--- src/common_neighbour_strengthen_core_defines.svh ---
// ----------------------------------------------------------------------------
// Assertion macros for the common-neighbor strengthening core
// Concurrent checks that compile away when SYNTHESIS is set.
// ----------------------------------------------------------------------------
`ifndef COMMON_NEIGHBOUR_STRENGTHEN_CORE_DEFINES_SVH
`define COMMON_NEIGHBOUR_STRENGTHEN_CORE_DEFINES_SVH

`ifndef SYNTHESIS
// same-cycle implication
`define CNS_ASSERT_IMP(label, clk, rst_n, ante, cons, msg) \
    label: assert property (@(posedge clk) disable iff (!rst_n) (ante) |-> cons) \
        else $error(msg);
// next-cycle implication, consequent may carry a constant delay
`define CNS_ASSERT_NXT(label, clk, rst_n, ante, cons, msg) \
    label: assert property (@(posedge clk) disable iff (!rst_n) (ante) |=> cons) \
        else $error(msg);
`else
`define CNS_ASSERT_IMP(label, clk, rst_n, ante, cons, msg)
`define CNS_ASSERT_NXT(label, clk, rst_n, ante, cons, msg)
`endif

`endif

--- src/cns_pkg.sv ---
// ----------------------------------------------------------------------------
// cns_pkg
// Shared widths, request codes and controller/datapath interface structs.
// ----------------------------------------------------------------------------
package cns_pkg;

    // default node count of the matrix
    localparam int MAX_NODES_DEF = 64;

    // field widths
    localparam int IDX_W = 6;
    localparam int VAL_W = 8;
    localparam int RES_W = 9;

    // request codes
    localparam logic REQ_LOAD  = 1'b0;
    localparam logic REQ_QUERY = 1'b1;

    // controller to datapath commands
    typedef struct packed {
        logic capture;
        logic clear_en;
        logic read_en;
        logic write_en;
        logic count_en;
        logic sum_en;
    } t_cmd;

    // datapath to controller status
    typedef struct packed {
        logic clear_done;
        logic is_query;
    } t_status;

endpackage

--- src/cns_ctrl.sv ---
// ----------------------------------------------------------------------------
// cns_ctrl
// Sequencer: clearing sweep after reset, then read / write or count / sum.
// ----------------------------------------------------------------------------
module cns_ctrl (
    input  logic             i_clk,
    input  logic             i_rst_n,
    input  logic             start,
    output logic             busy,
    input  cns_pkg::t_status i_status,
    output cns_pkg::t_cmd    o_cmd
);

    typedef enum logic [5:0] {
        S_CLEAR = 6'b000001,
        S_IDLE  = 6'b000010,
        S_READ  = 6'b000100,
        S_WRITE = 6'b001000,
        S_COUNT = 6'b010000,
        S_SUM   = 6'b100000
    } t_state;

    t_state r_state;
    t_state n_state;

    // state register
    always_ff @(posedge i_clk) begin
        if (!i_rst_n) begin
            r_state <= S_CLEAR;
        end else begin
            r_state <= n_state;
        end
    end

    // next state and commands
    always_comb begin
        n_state = r_state;
        o_cmd   = '0;
        case (r_state)
            S_CLEAR: begin
                o_cmd.clear_en = 1'b1;
                if (i_status.clear_done) begin
                    n_state = S_IDLE;
                end
            end
            S_IDLE: begin
                if (start) begin
                    o_cmd.capture = 1'b1;
                    n_state       = S_READ;
                end
            end
            S_READ: begin
                o_cmd.read_en = 1'b1;
                n_state = i_status.is_query ? S_COUNT : S_WRITE;
            end
            S_WRITE: begin
                o_cmd.write_en = 1'b1;
                n_state        = S_IDLE;
            end
            S_COUNT: begin
                o_cmd.count_en = 1'b1;
                n_state        = S_SUM;
            end
            S_SUM: begin
                o_cmd.sum_en = 1'b1;
                n_state      = S_IDLE;
            end
            default: begin
                n_state = S_CLEAR;
            end
        endcase
    end

    assign busy = (r_state != S_IDLE);

endmodule

--- config.mk ---
export PLATFORM = sky130hd
export DESIGN_NAME = cns_ctrl
export DESIGN_NICKNAME = d
export VERILOG_FILES = /design/src/common_neighbour_strengthen_core_defines.svh /design/src/cns_pkg.sv /design/src/cns_ctrl.sv
export SDC_FILE = /design/constraint.sdc
export NUM_CORES = 1
export LEC_CHECK = 0
export ABC_AREA = 1
export BUFFER_PORTS_ARGS = -buffer_cell sky130_fd_sc_hd__clkbuf_2
export CORE_AREA = 8 8 45 47
export DETAILED_ROUTE_END_ITERATION = 8
export DIE_AREA = 0 0 53 55
export PLACE_DENSITY_LB_ADDON = 0.1
export SYNTH_ARGS = -nofsm -noshare
export SYNTH_HDL_FRONTEND = slang
export SYNTH_SLANG_ARGS = --single-unit
--- constraint.sdc ---
create_clock -name i_clk -period 1.15 [get_ports i_clk]
set_input_delay 0.0575 -clock i_clk [delete_from_list [all_inputs] [get_ports i_clk]]
set_output_delay 0.0575 -clock i_clk [all_outputs]
set_load 0.01 [all_outputs]
==> summary.md, run 1 <==
| Metric | Value |
|---|---|
| Status | `finished, violations left` |
| Violated checks | `setup timing` |
| Via density | `4.26` |
| Clock latency on the worst-skew pair | `0.24 ns` |
| Endpoints failing hold | `0` |
| Largest net degree at the start of global routing | `7` |
| First-pass GRT wire length | `1610 microns` |
| Synth cell count leaders | `inv_1, nor2_1, nand2_1` |
| Clock slew at reported path FFs | `0.05 ns` |
| Average routed wire per standard cell | `9.98 microns` |
| Number of placed I/O pins | `12` |
| Final worst slack | `-0.00582 ns` |
| Worst path cell trace | `nor2_4 > nand4_1 > inv_1 > buf_2` |
| H-tree Lvls | `1` |
| HPWL after DPL | `701 microns` |
| Worst slew pin tran | `0.169 ns` |
| Clock root cell | `clkbuf_4` |
| Asr flop ratio synth | `0%` |
| Leak Pwr | `0.310 nW` |
| Initial antenna violation count | `0` |
| Crit. End Element | `output pin` |
| Syn-to-layout area delta | `50.7%` |
| Clock Sinks | `6` |
| CP delay by family, top | `flip-flops` |
| Initial Util | `26.4%` |
| Antenna viol nets, final | `0` |
| FF/Latch Area | `133 sq um` |
| Area of the multi-input gates | `203 sq um` |
| DRC Markers | `0` |
| Crit-path max cell delay | `0.34 ns` |
| Max-slew violation count | `0` |
| Largest register FFs | `6` |
| Maximum buffer depth of the clock tree | `2` |
| Post-synthesis register bit count | `6` |
| Synth area leader | `dfxtp_1` |
| Max-slew headroom | `88.7%` |
| CP arrival | `1.10 ns` |
| Clock Skew | `0.00133 ns` |
| Prevailing post-synth register cell | `dfxtp_1` |
| Antenna diodes | `0` |
| CTS tree | `done` |
| RePlAce Congestion | `0.761` |
| Die W | `53 microns` |
| Power Total | `0.651 mW` |
| Post-layout util | `39.8%` |
| Layout cells sized above 1 | `53.2%` |
| Crit Path Category | `flip-flop to output pin` |
| Total Wirelength | `928 microns` |
| Initial DRC count | `3` |
| Max-Cap Viols | `0` |
| Final setup viols | `2` |
| RSZ-0062 raised after global routing | `true` |
| Maximum clock frequency | `865 MHz` |
| Worst min path class | `input pin to flip-flop` |
| Num CTS Buffers | `3` |
| Syn_area_per_cell | `6.64 sq um` |
| Critical path required time | `1.09 ns` |
| Biggest register | `r_state` |
| Share of the synthesized area in the top cell type | `32.9%` |
| Crit path buf inv count | `2` |
| Core Footprint | `0.00138 sq mm` |
| Critical path launch point type | `flip-flop` |
| Final period util | `101%` |
| Post-synthesis cell area | `365 sq um` |
| Seq/Total Area, Yosys | `32.9%` |
| Crit path max fanout | `6` |
| Warnings from Yosys | `0` |
| IO buf count | `11` |
| Top Registers | `r_state x6` |
| Row cnt | `14` |
| Die H | `55 microns` |
| Final nets | `84` |
| Vias | `396` |
| Gr usage total | `7.70%` |
| Most common cell in the netlist | `inv_1` |
| Unique masters post-synth | `13` |
| EDFF count, synth | `0` |
| Die area | `0.00292 sq mm` |
| Synth top area cells | `dfxtp_1, inv_1, nor2_1` |
| Fillers | `171` |
| GRT overflow | `0` |
| Post-Syn Nets | `60` |
| Power Density | `1180 mW/mm^2` |
| Vias in the first global route | `405` |
| DRT Pass-1 Iters | `3` |
| Worst VDD drop | `0.354 mV` |
| Cells after Synth | `55` |
| Slowest cell on crit path | `dfxtp_2` |
| Tmin final | `1.16 ns` |
per-stage QoR:
| step | setup WS (ns) | hold slack, ns | instances | instance area, sq um | setup TNS [ns] |
|---|---|---|---|---|---|
| 2_1_floorplan | 0.146 | 0.208 | 55 | 365 | 0 |
| 3_3_place_gp | 0.107 | 0.314 | 82 | 440 | 0 |
| 3_5_place_dp | 0.107 | 0.319 | 82 | 440 | 0 |
| 4_1_cts | -0.0320 | 0.0519 | 93 | 546 | -0.0603 |
| 5_1_grt | -0.0891 | 0.0553 | 93 | 551 | -0.556 |
| 6_report | -0.00582 | 0.0541 | 93 | 551 | -0.00682 |
area by class of cell:
cell class	instances	share of cell area, %
multi-input cells	34	36.8
repair buffers	19	20.9
inverters	15	10.5
well taps	16	3.64
flip-flops and latches	6	24.1
clock buffers	3	4.09
power by group:
part	internal [mW]	switching, mW	total, mW
clock network	0.118	0.0809	0.199
registers	0.231	0.0252	0.257
logic	0.0852	0.109	0.195
total	0.435	0.215	0.651
layout by cell type, fill, tap and decap left out, drive strengths merged:
cell,Yosys,routed
dfxtp,6,6
nor3,3,3
clkinv,1,1
buf,0,11
nand4,3,3
nor2,13,13
nand3,7,7
nand2,8,8
inv,14,14
clkbuf,0,11
worst register-to-register path: cells and delay by family (launching register included):
| kind | cells | cell delay [ns] |
|---|---|---|
| buffers and inverters | 2 | 0.20 |
| AND/OR/NAND/NOR | 6 | 0.44 |
| flip-flops | 1 | 0.37 |
layer usage:
metal | global-route usage, % | share of wire, % | vias up
li1 | - | - | 212
met1 | 7.60 | 42 | 170
met2 | 11.9 | 48 | 11
met3 | 4.01 | 7.5 | 3
met4 | 6.47 | 2.3 | 0
met5 | 0 | 0 | -
repair_timing:
| item | CTS | global route |
|---|---|---|
| buffers inserted | 8 | 0 |
| pin swaps | 9 | 6 |
| resized for setup | 11 | 5 |
| gates cloned | 0 | 0 |
| endpoints found under the setup margin | 6 | 8 |
| hold buffers | 0 | 0 |
worst paths after layout:
check / end / slack [ns] / depth (start not counted) / startpoint
worst max register to register: r_state[0] / 0.03 / 8 / r_state[0]
worst min register to register: r_state[4] / 0.58 / 3 / r_state[3]
worst min-delay path: r_state[4] / 0.05 / 3 / i_status[0]
worst max-delay path: o_cmd[1] / -0.006 / 4 / r_state[3]
kinds of logic after synthesis:
| kind of cell | synth area share [%] |
|---|---|
| AND/OR/NAND/NOR | 51.4 |
| flip-flops | 32.9 |
| buffers and inverters | 15.8 |
Power figures use the tool's default switching activity.
==> run 2: changes to the inputs <==
- HOLD_SLACK_MARGIN: unset -> 0.08
==> run 2 against run 1 <==
Routed wire length up 1.9%. Global-route usage up 0.11 points. Setup slack better by 0.0060 ns. Final area up 7.3%. Register-to-register slack about the same. First-iteration DRC count up 67%. Count of clock-buffer cells in the layout unchanged. Flip-flop and latch count unchanged. The flow now finishes without violations. Die area unchanged.
==> summary.md, run 2 (same netlist as run 1, synthesis figures left out) <==
| Metric | Value |
|---|---|
| Via density | `4.27 (+0.23%)` |
| Maximum clock frequency | `870 MHz (+0.52%)` |
| Average routed wire per standard cell | `9.75 microns (-2.3%)` |
| Most common cell after layout, fill and taps aside | `inv_1` |
| CTS tree | `done` |
| Antenna diodes | `0 (unchanged)` |
| Num CTS Buffers | `3 (unchanged)` |
| Worst VDD drop | `0.369 mV (+4.2%)` |
| Status | `finished clean` |
| R2R setup slack | `0.04 ns (about the same)` |
| Row cnt | `14 (unchanged)` |
| Antenna viol nets, final | `0 (unchanged)` |
| Biggest register | `r_state` |
| Critical path launch point type | `flip-flop` |
| Final setup viols | `0 (-2)` |
| Worst slew pin tran | `0.167 ns (-0.00229 ns)` |
| Placed cell areas | `440 sq um (unchanged)` |
| Vias | `414 (+4.5%)` |
| DRC Markers | `0 (unchanged)` |
| Clock Skew | `0.00166 ns (+0.000328 ns)` |
| Initial Util | `26.4% (unchanged)` |
| RSZ-0062 raised after global routing | `true` |
| Logic pwr share | `31.5% (+1.6 points)` |
| Die H | `55 microns (unchanged)` |
| Max-slew headroom | `88.8% (+0.15 points)` |
| Part of the power in registers | `38.6% (-0.9 points)` |
| Design area | `591 sq um (+7.3%)` |
| Tmin final | `1.15 ns (-0.00601 ns)` |
| Clock latency on the worst-skew pair | `0.25 ns (about the same)` |
| Max-slew violation count | `0 (unchanged)` |
| Die area | `0.00292 sq mm (unchanged)` |
| H-tree Lvls | `1 (unchanged)` |
| Largest register FFs | `6 (unchanged)` |
| Clock root cell | `clkbuf_4` |
| Leak Pwr | `0.326 nW (+5.2%)` |
| RePlAce Congestion | `0.761 (unchanged)` |
| Gr usage total | `7.81% (+0.11 points)` |
| Power Density | `1130 mW/mm^2 (-4.6%)` |
| DRT Pass-1 Iters | `3 (unchanged)` |
| Final period util | `100% (-0.52 points)` |
| Number of placed I/O pins | `12 (unchanged)` |
| Crit Path Category | `flip-flop to output pin` |
| Total Wirelength | `946 microns (+1.9%)` |
| Power Total | `0.665 mW (+2.3%)` |
| Commonest cells after routing, fill and taps aside | `inv_1, buf_4, clkbuf_2` |
| Top Registers | `r_state x6` |
| Endpoints failing hold | `0 (unchanged)` |
| HPWL after DPL | `701 microns (unchanged)` |
| Layout cells sized above 1 | `53.1% (-0.16 points)` |
| First-pass GRT wire length | `1650 microns (+2.6%)` |
| Clock Sinks | `6 (unchanged)` |
| Final nets | `88 (+4.8%)` |
| Core Footprint | `0.00138 sq mm (unchanged)` |
| Initial antenna violation count | `0 (unchanged)` |
| Clock slew at reported path FFs | `0.05 ns (about the same)` |
| Clk pwr share | `29.9% (-0.7 points)` |
| FF/Latch Area | `133 sq um (unchanged)` |
| NetSw | `0.219 mW (+1.7%)` |
| CP arrival | `1.09 ns (about the same)` |
| Vias in the first global route | `414 (+2.2%)` |
| Sw frac | `32.9% (-0.20 points)` |
| Fillers | `168 (-1.8%)` |
| Largest net degree at the start of global routing | `7 (unchanged)` |
| Internal | `0.446 mW (+2.6%)` |
| Critical path required time | `1.09 ns (about the same)` |
| Crit. End Element | `output pin` |
| Syn-to-layout area delta | `61.6%` |
| Die W | `53 microns (unchanged)` |
| Worst min path class | `input pin to flip-flop` |
| GRT overflow | `0 (unchanged)` |
| Maximum buffer depth of the clock tree | `2 (unchanged)` |
| Initial DRC count | `5 (+2)` |
| IO buf count | `11 (unchanged)` |
| Crit path max fanout | `5 (-1)` |
| Max-Cap Viols | `0 (unchanged)` |
| Area of the multi-input gates | `205 sq um (+1.2%)` |
[run 2: cell types whose count changed in the layout (fill, tap and decap cells not counted), sizes merged]
cell         previous run  this run
dlygate4sd3             0         3
buf                    11        12
[run 2: area by class of cell]
class                           instances  area share [%]
Multi-Input combinational cell         34            34.7
Inverter                               15            9.75
Clock buffer                            3            3.81
Timing Repair Buffer                   23            25.8
Sequential cell                         6            22.5
Tap cell                               16            3.39
[run 2: final timing paths]
kind,cells after the start,to,from
worst max-delay path,4,o_cmd[1],r_state[0]
worst min-delay path,5,r_state[1],i_status[1]
worst max register to register,7,r_state[0],r_state[5]
worst min register to register,3,r_state[4],r_state[3]
[run 2: per-layer routing]
metal / share of wire [%] / vias to the layer above / global-route usage, % / wire (microns)
li1: - / 222 / - / -
met1: 43 / 178 / 7.75 / 406
met2: 46 / 11 / 11.9 / 438
met3: 8.5 / 3 / 4.28 / 80
met4: 2.2 / 0 / 6.47 / 21
met5: 0 / - / 0 / 0
[run 2: power groups by stage]
stage          sequential (mW)  combinational (mW)  clock, mW
5_1_grt                  0.259               0.239      0.232
6_report                 0.257               0.209      0.199
2_1_floorplan            0.241               0.114          0
3_5_place_dp             0.245               0.159          0
3_3_place_gp             0.246               0.158          0
4_1_cts                  0.257               0.201      0.207
[run 2: per-stage QoR]
step | setup slack (ns) | utilization [%] | hold slack, ns | TNS, ns | instances
6_report | 0.000192 | 42.7 | 0.254 | 0 | 97
5_1_grt | -0.0918 | 42.7 | 0.272 | -0.591 | 97
4_1_cts | -0.0320 | 41.6 | 0.232 | -0.0603 | 96
3_5_place_dp | 0.107 | 31.8 | 0.319 | 0 | 82
3_3_place_gp | 0.107 | 31.8 | 0.314 | 0 | 82
2_1_floorplan | 0.146 | - | 0.208 | 0 | 55
[run 2: repair_timing]
item / in CTS / in global routing
hold buffers: 3 / 0
hold endpoints to repair: 4 / 0
setup endpoints to repair: 6 / 8
gates cloned: 0 / 0
pin swaps: 9 / 6
buffers inserted: 8 / 1
resized for setup: 11 / 6
[run 2: critical path, cell delays in order, from the launching register on]
cell     delay [ns]
dfxtp_4        0.36
nor2_4         0.15
nand4_1        0.14
inv_1          0.07
buf_2          0.12
==> run 3: changes to the inputs <==
- clock period: 1.15 -> 1.2 ns (I/O delays scaled with it)
==> run 3 against run 2 <==
Combinational power fell by 16%. Worst hold slack got worse by 0.011 ns. Flip-flop and latch count did not move. Critical endpoint is now o_cmd[5].
==> summary.md, run 3 (same netlist as run 1, synthesis figures left out) <==
| Metric | Value |
|---|---|
| GRT overflow | `0 (unchanged)` |
| Largest register FFs | `6 (unchanged)` |
| Layout cells sized above 1 | `46.7% (-6.4 points)` |
| Commonest cells after routing, fill and taps aside | `inv_1, clkbuf_2, nor2_1, nand2_1` |
| Crit. End Element | `output pin` |
| Final period util | `97.5%` |
| NetSw | `0.198 mW (-9.5%)` |
| Average routed wire per standard cell | `9.90 microns (+1.5%)` |
| Initial antenna violation count | `0 (unchanged)` |
| RSZ-0062 raised after global routing | `true` |
| Most common cell after layout, fill and taps aside | `inv_1` |
| Area of the multi-input gates | `195 sq um (-4.9%)` |
| Worst slew pin tran | `0.197 ns (+0.0300 ns)` |
| Status | `finished clean` |
| CP arrival | `1.11 ns (+0.02 ns)` |
| Antenna viol nets, final | `0 (unchanged)` |
| Die area | `0.00292 sq mm (unchanged)` |
| Fillers | `153 (-8.9%)` |
| Final setup viols | `0 (unchanged)` |
| Gr usage total | `6.67% (-1.1 points)` |
| Design area | `533 sq um (-9.7%)` |
| Critical path required time | `1.14 ns (+0.05 ns)` |
| Row cnt | `14 (unchanged)` |
| Max-Cap Viols | `0 (unchanged)` |
| Internal | `0.407 mW (-8.9%)` |
| Placement Setup Slack | `0.119 ns (+0.0121 ns)` |
| Num CTS Buffers | `3 (unchanged)` |
| Sw frac | `32.8% (-0.14 points)` |
| Syn-to-layout area delta | `45.9%` |
| Clock Skew | `0.000461 ns (-0.00120 ns)` |
| Crit path max fanout | `7 (+2)` |
| Setup tns final | `0 ns (unchanged)` |
| Final worst slack | `0.0301 ns (+0.0299 ns)` |
| Dpl cells | `82 (unchanged)` |
| Biggest register | `r_state` |
| Via density | `4.20 (-1.6%)` |
| Final nets | `82 (-6.8%)` |
| Initial DRC count | `1 (-4)` |
| Largest net degree at the start of global routing | `8 (+1)` |
| Final hold slack | `0.243 ns (-0.0114 ns)` |
| Die W | `53 microns (unchanged)` |
| Leak Pwr | `0.298 nW (-8.6%)` |
| Worst min path class | `input pin to flip-flop` |
| Power Total | `0.605 mW (-9.1%)` |
| Power Density | `1130 mW/mm^2 (+0.69%)` |
| Logic pwr share | `29.0% (-2.5 points)` |
| RePlAce Congestion | `0.736 (-3.3%)` |
| Max-slew violation count | `0 (unchanged)` |
| Clock Sinks | `6 (unchanged)` |
| CTS tree | `done` |
| Die H | `55 microns (unchanged)` |
| Critical path launch point type | `flip-flop` |
| Vias | `382 (-7.7%)` |
| Part of the power in registers | `40.0% (+1.4 points)` |
| Total Wirelength | `901 microns (-4.8%)` |
| Maximum buffer depth of the clock tree | `2 (unchanged)` |
| Endpoints failing hold | `0 (unchanged)` |
| Top Registers | `r_state x6` |
| Post-layout util | `38.5% (-4.2 points)` |
| Number of placed I/O pins | `12 (unchanged)` |
| Maximum clock frequency | `855 MHz` |
| Initial Util | `26.4% (unchanged)` |
| Clock root cell | `clkbuf_4` |
| IO buf count | `11 (unchanged)` |
| DRT Pass-1 Iters | `3 (unchanged)` |
| Vias in the first global route | `356 (-14%)` |
| Clock latency on the worst-skew pair | `0.24 ns (about the same)` |
| Antenna diodes | `0 (unchanged)` |
| First-pass GRT wire length | `1370 microns (-17%)` |
| Tmin final | `1.17 ns` |
| Worst VDD drop | `0.403 mV (+9.1%)` |
| Clk pwr share | `31.0% (+1.1 points)` |
| Max-slew headroom | `86.8% (-2.0 points)` |
| Core Footprint | `0.00138 sq mm (unchanged)` |
| Placed cell areas | `440 sq um (unchanged)` |
| Clock slew at reported path FFs | `0.05 ns (about the same)` |
| Crit Path Category | `flip-flop to output pin` |
| FF/Latch Area | `130 sq um (-1.9%)` |
| HPWL after DPL | `686 microns (-2.2%)` |
| Post-Layout Cell Count | `91 (-6.2%)` |
| H-tree Lvls | `1 (unchanged)` |
| DRC Markers | `0 (unchanged)` |
-- run 3: worst paths after layout --
path          startpoint  slack, ns  cells past startpoint          to
min reg2reg   r_state[4]       0.55                      2  r_state[5]
min          i_status[1]       0.24                      5  r_state[1]
max reg2reg   r_state[5]       0.07                      7  r_state[0]
max           r_state[5]       0.03                      4    o_cmd[5]
-- run 3: area by class of cell --
| class | count | share of cell area, % |
|---|---|---|
| clock buffers | 3 | 4.23 |
| well taps | 16 | 3.76 |
| flip-flops and latches | 6 | 24.4 |
| inverters | 15 | 10.8 |
| multi-input cells | 34 | 36.6 |
| repair buffers | 17 | 20.2 |
-- run 3: per-layer routing --
| metal | track usage (%) | routed length [microns] | vias up | part of all wire, % |
|---|---|---|---|---|
| met2 | 9.77 | 401 | 8 | 45 |
| met1 | 7.01 | 425 | 164 | 47 |
| met4 | 7.76 | 6 | 0 | 0.67 |
| met5 | 0 | 0 | - | 0 |
| li1 | - | - | 208 | - |
| met3 | 2.14 | 68 | 2 | 7.5 |
-- run 3: what timing repair did --
action	in CTS	in global routing
buffers inserted	1	2
hold buffers	3	0
resized for setup	4	9
setup endpoints to repair	6	7
hold endpoints to repair	4	0
pin swaps	2	3
-- run 3: power groups by stage --
stage          Clock (mW)  Combinational, mW  Sequential, mW
4_1_cts             0.199              0.170           0.238
3_3_place_gp            0              0.156           0.233
5_1_grt             0.210              0.198           0.245
6_report            0.187              0.176           0.242
2_1_floorplan           0              0.110           0.231
3_5_place_dp            0              0.154           0.234
-- run 3: critical path, stage by stage (launching register included) --
cell and delay (ns):
dfxtp_2 0.33, nor2_4 0.20, nand3_2 0.11, nor2_1 0.10, buf_2 0.14
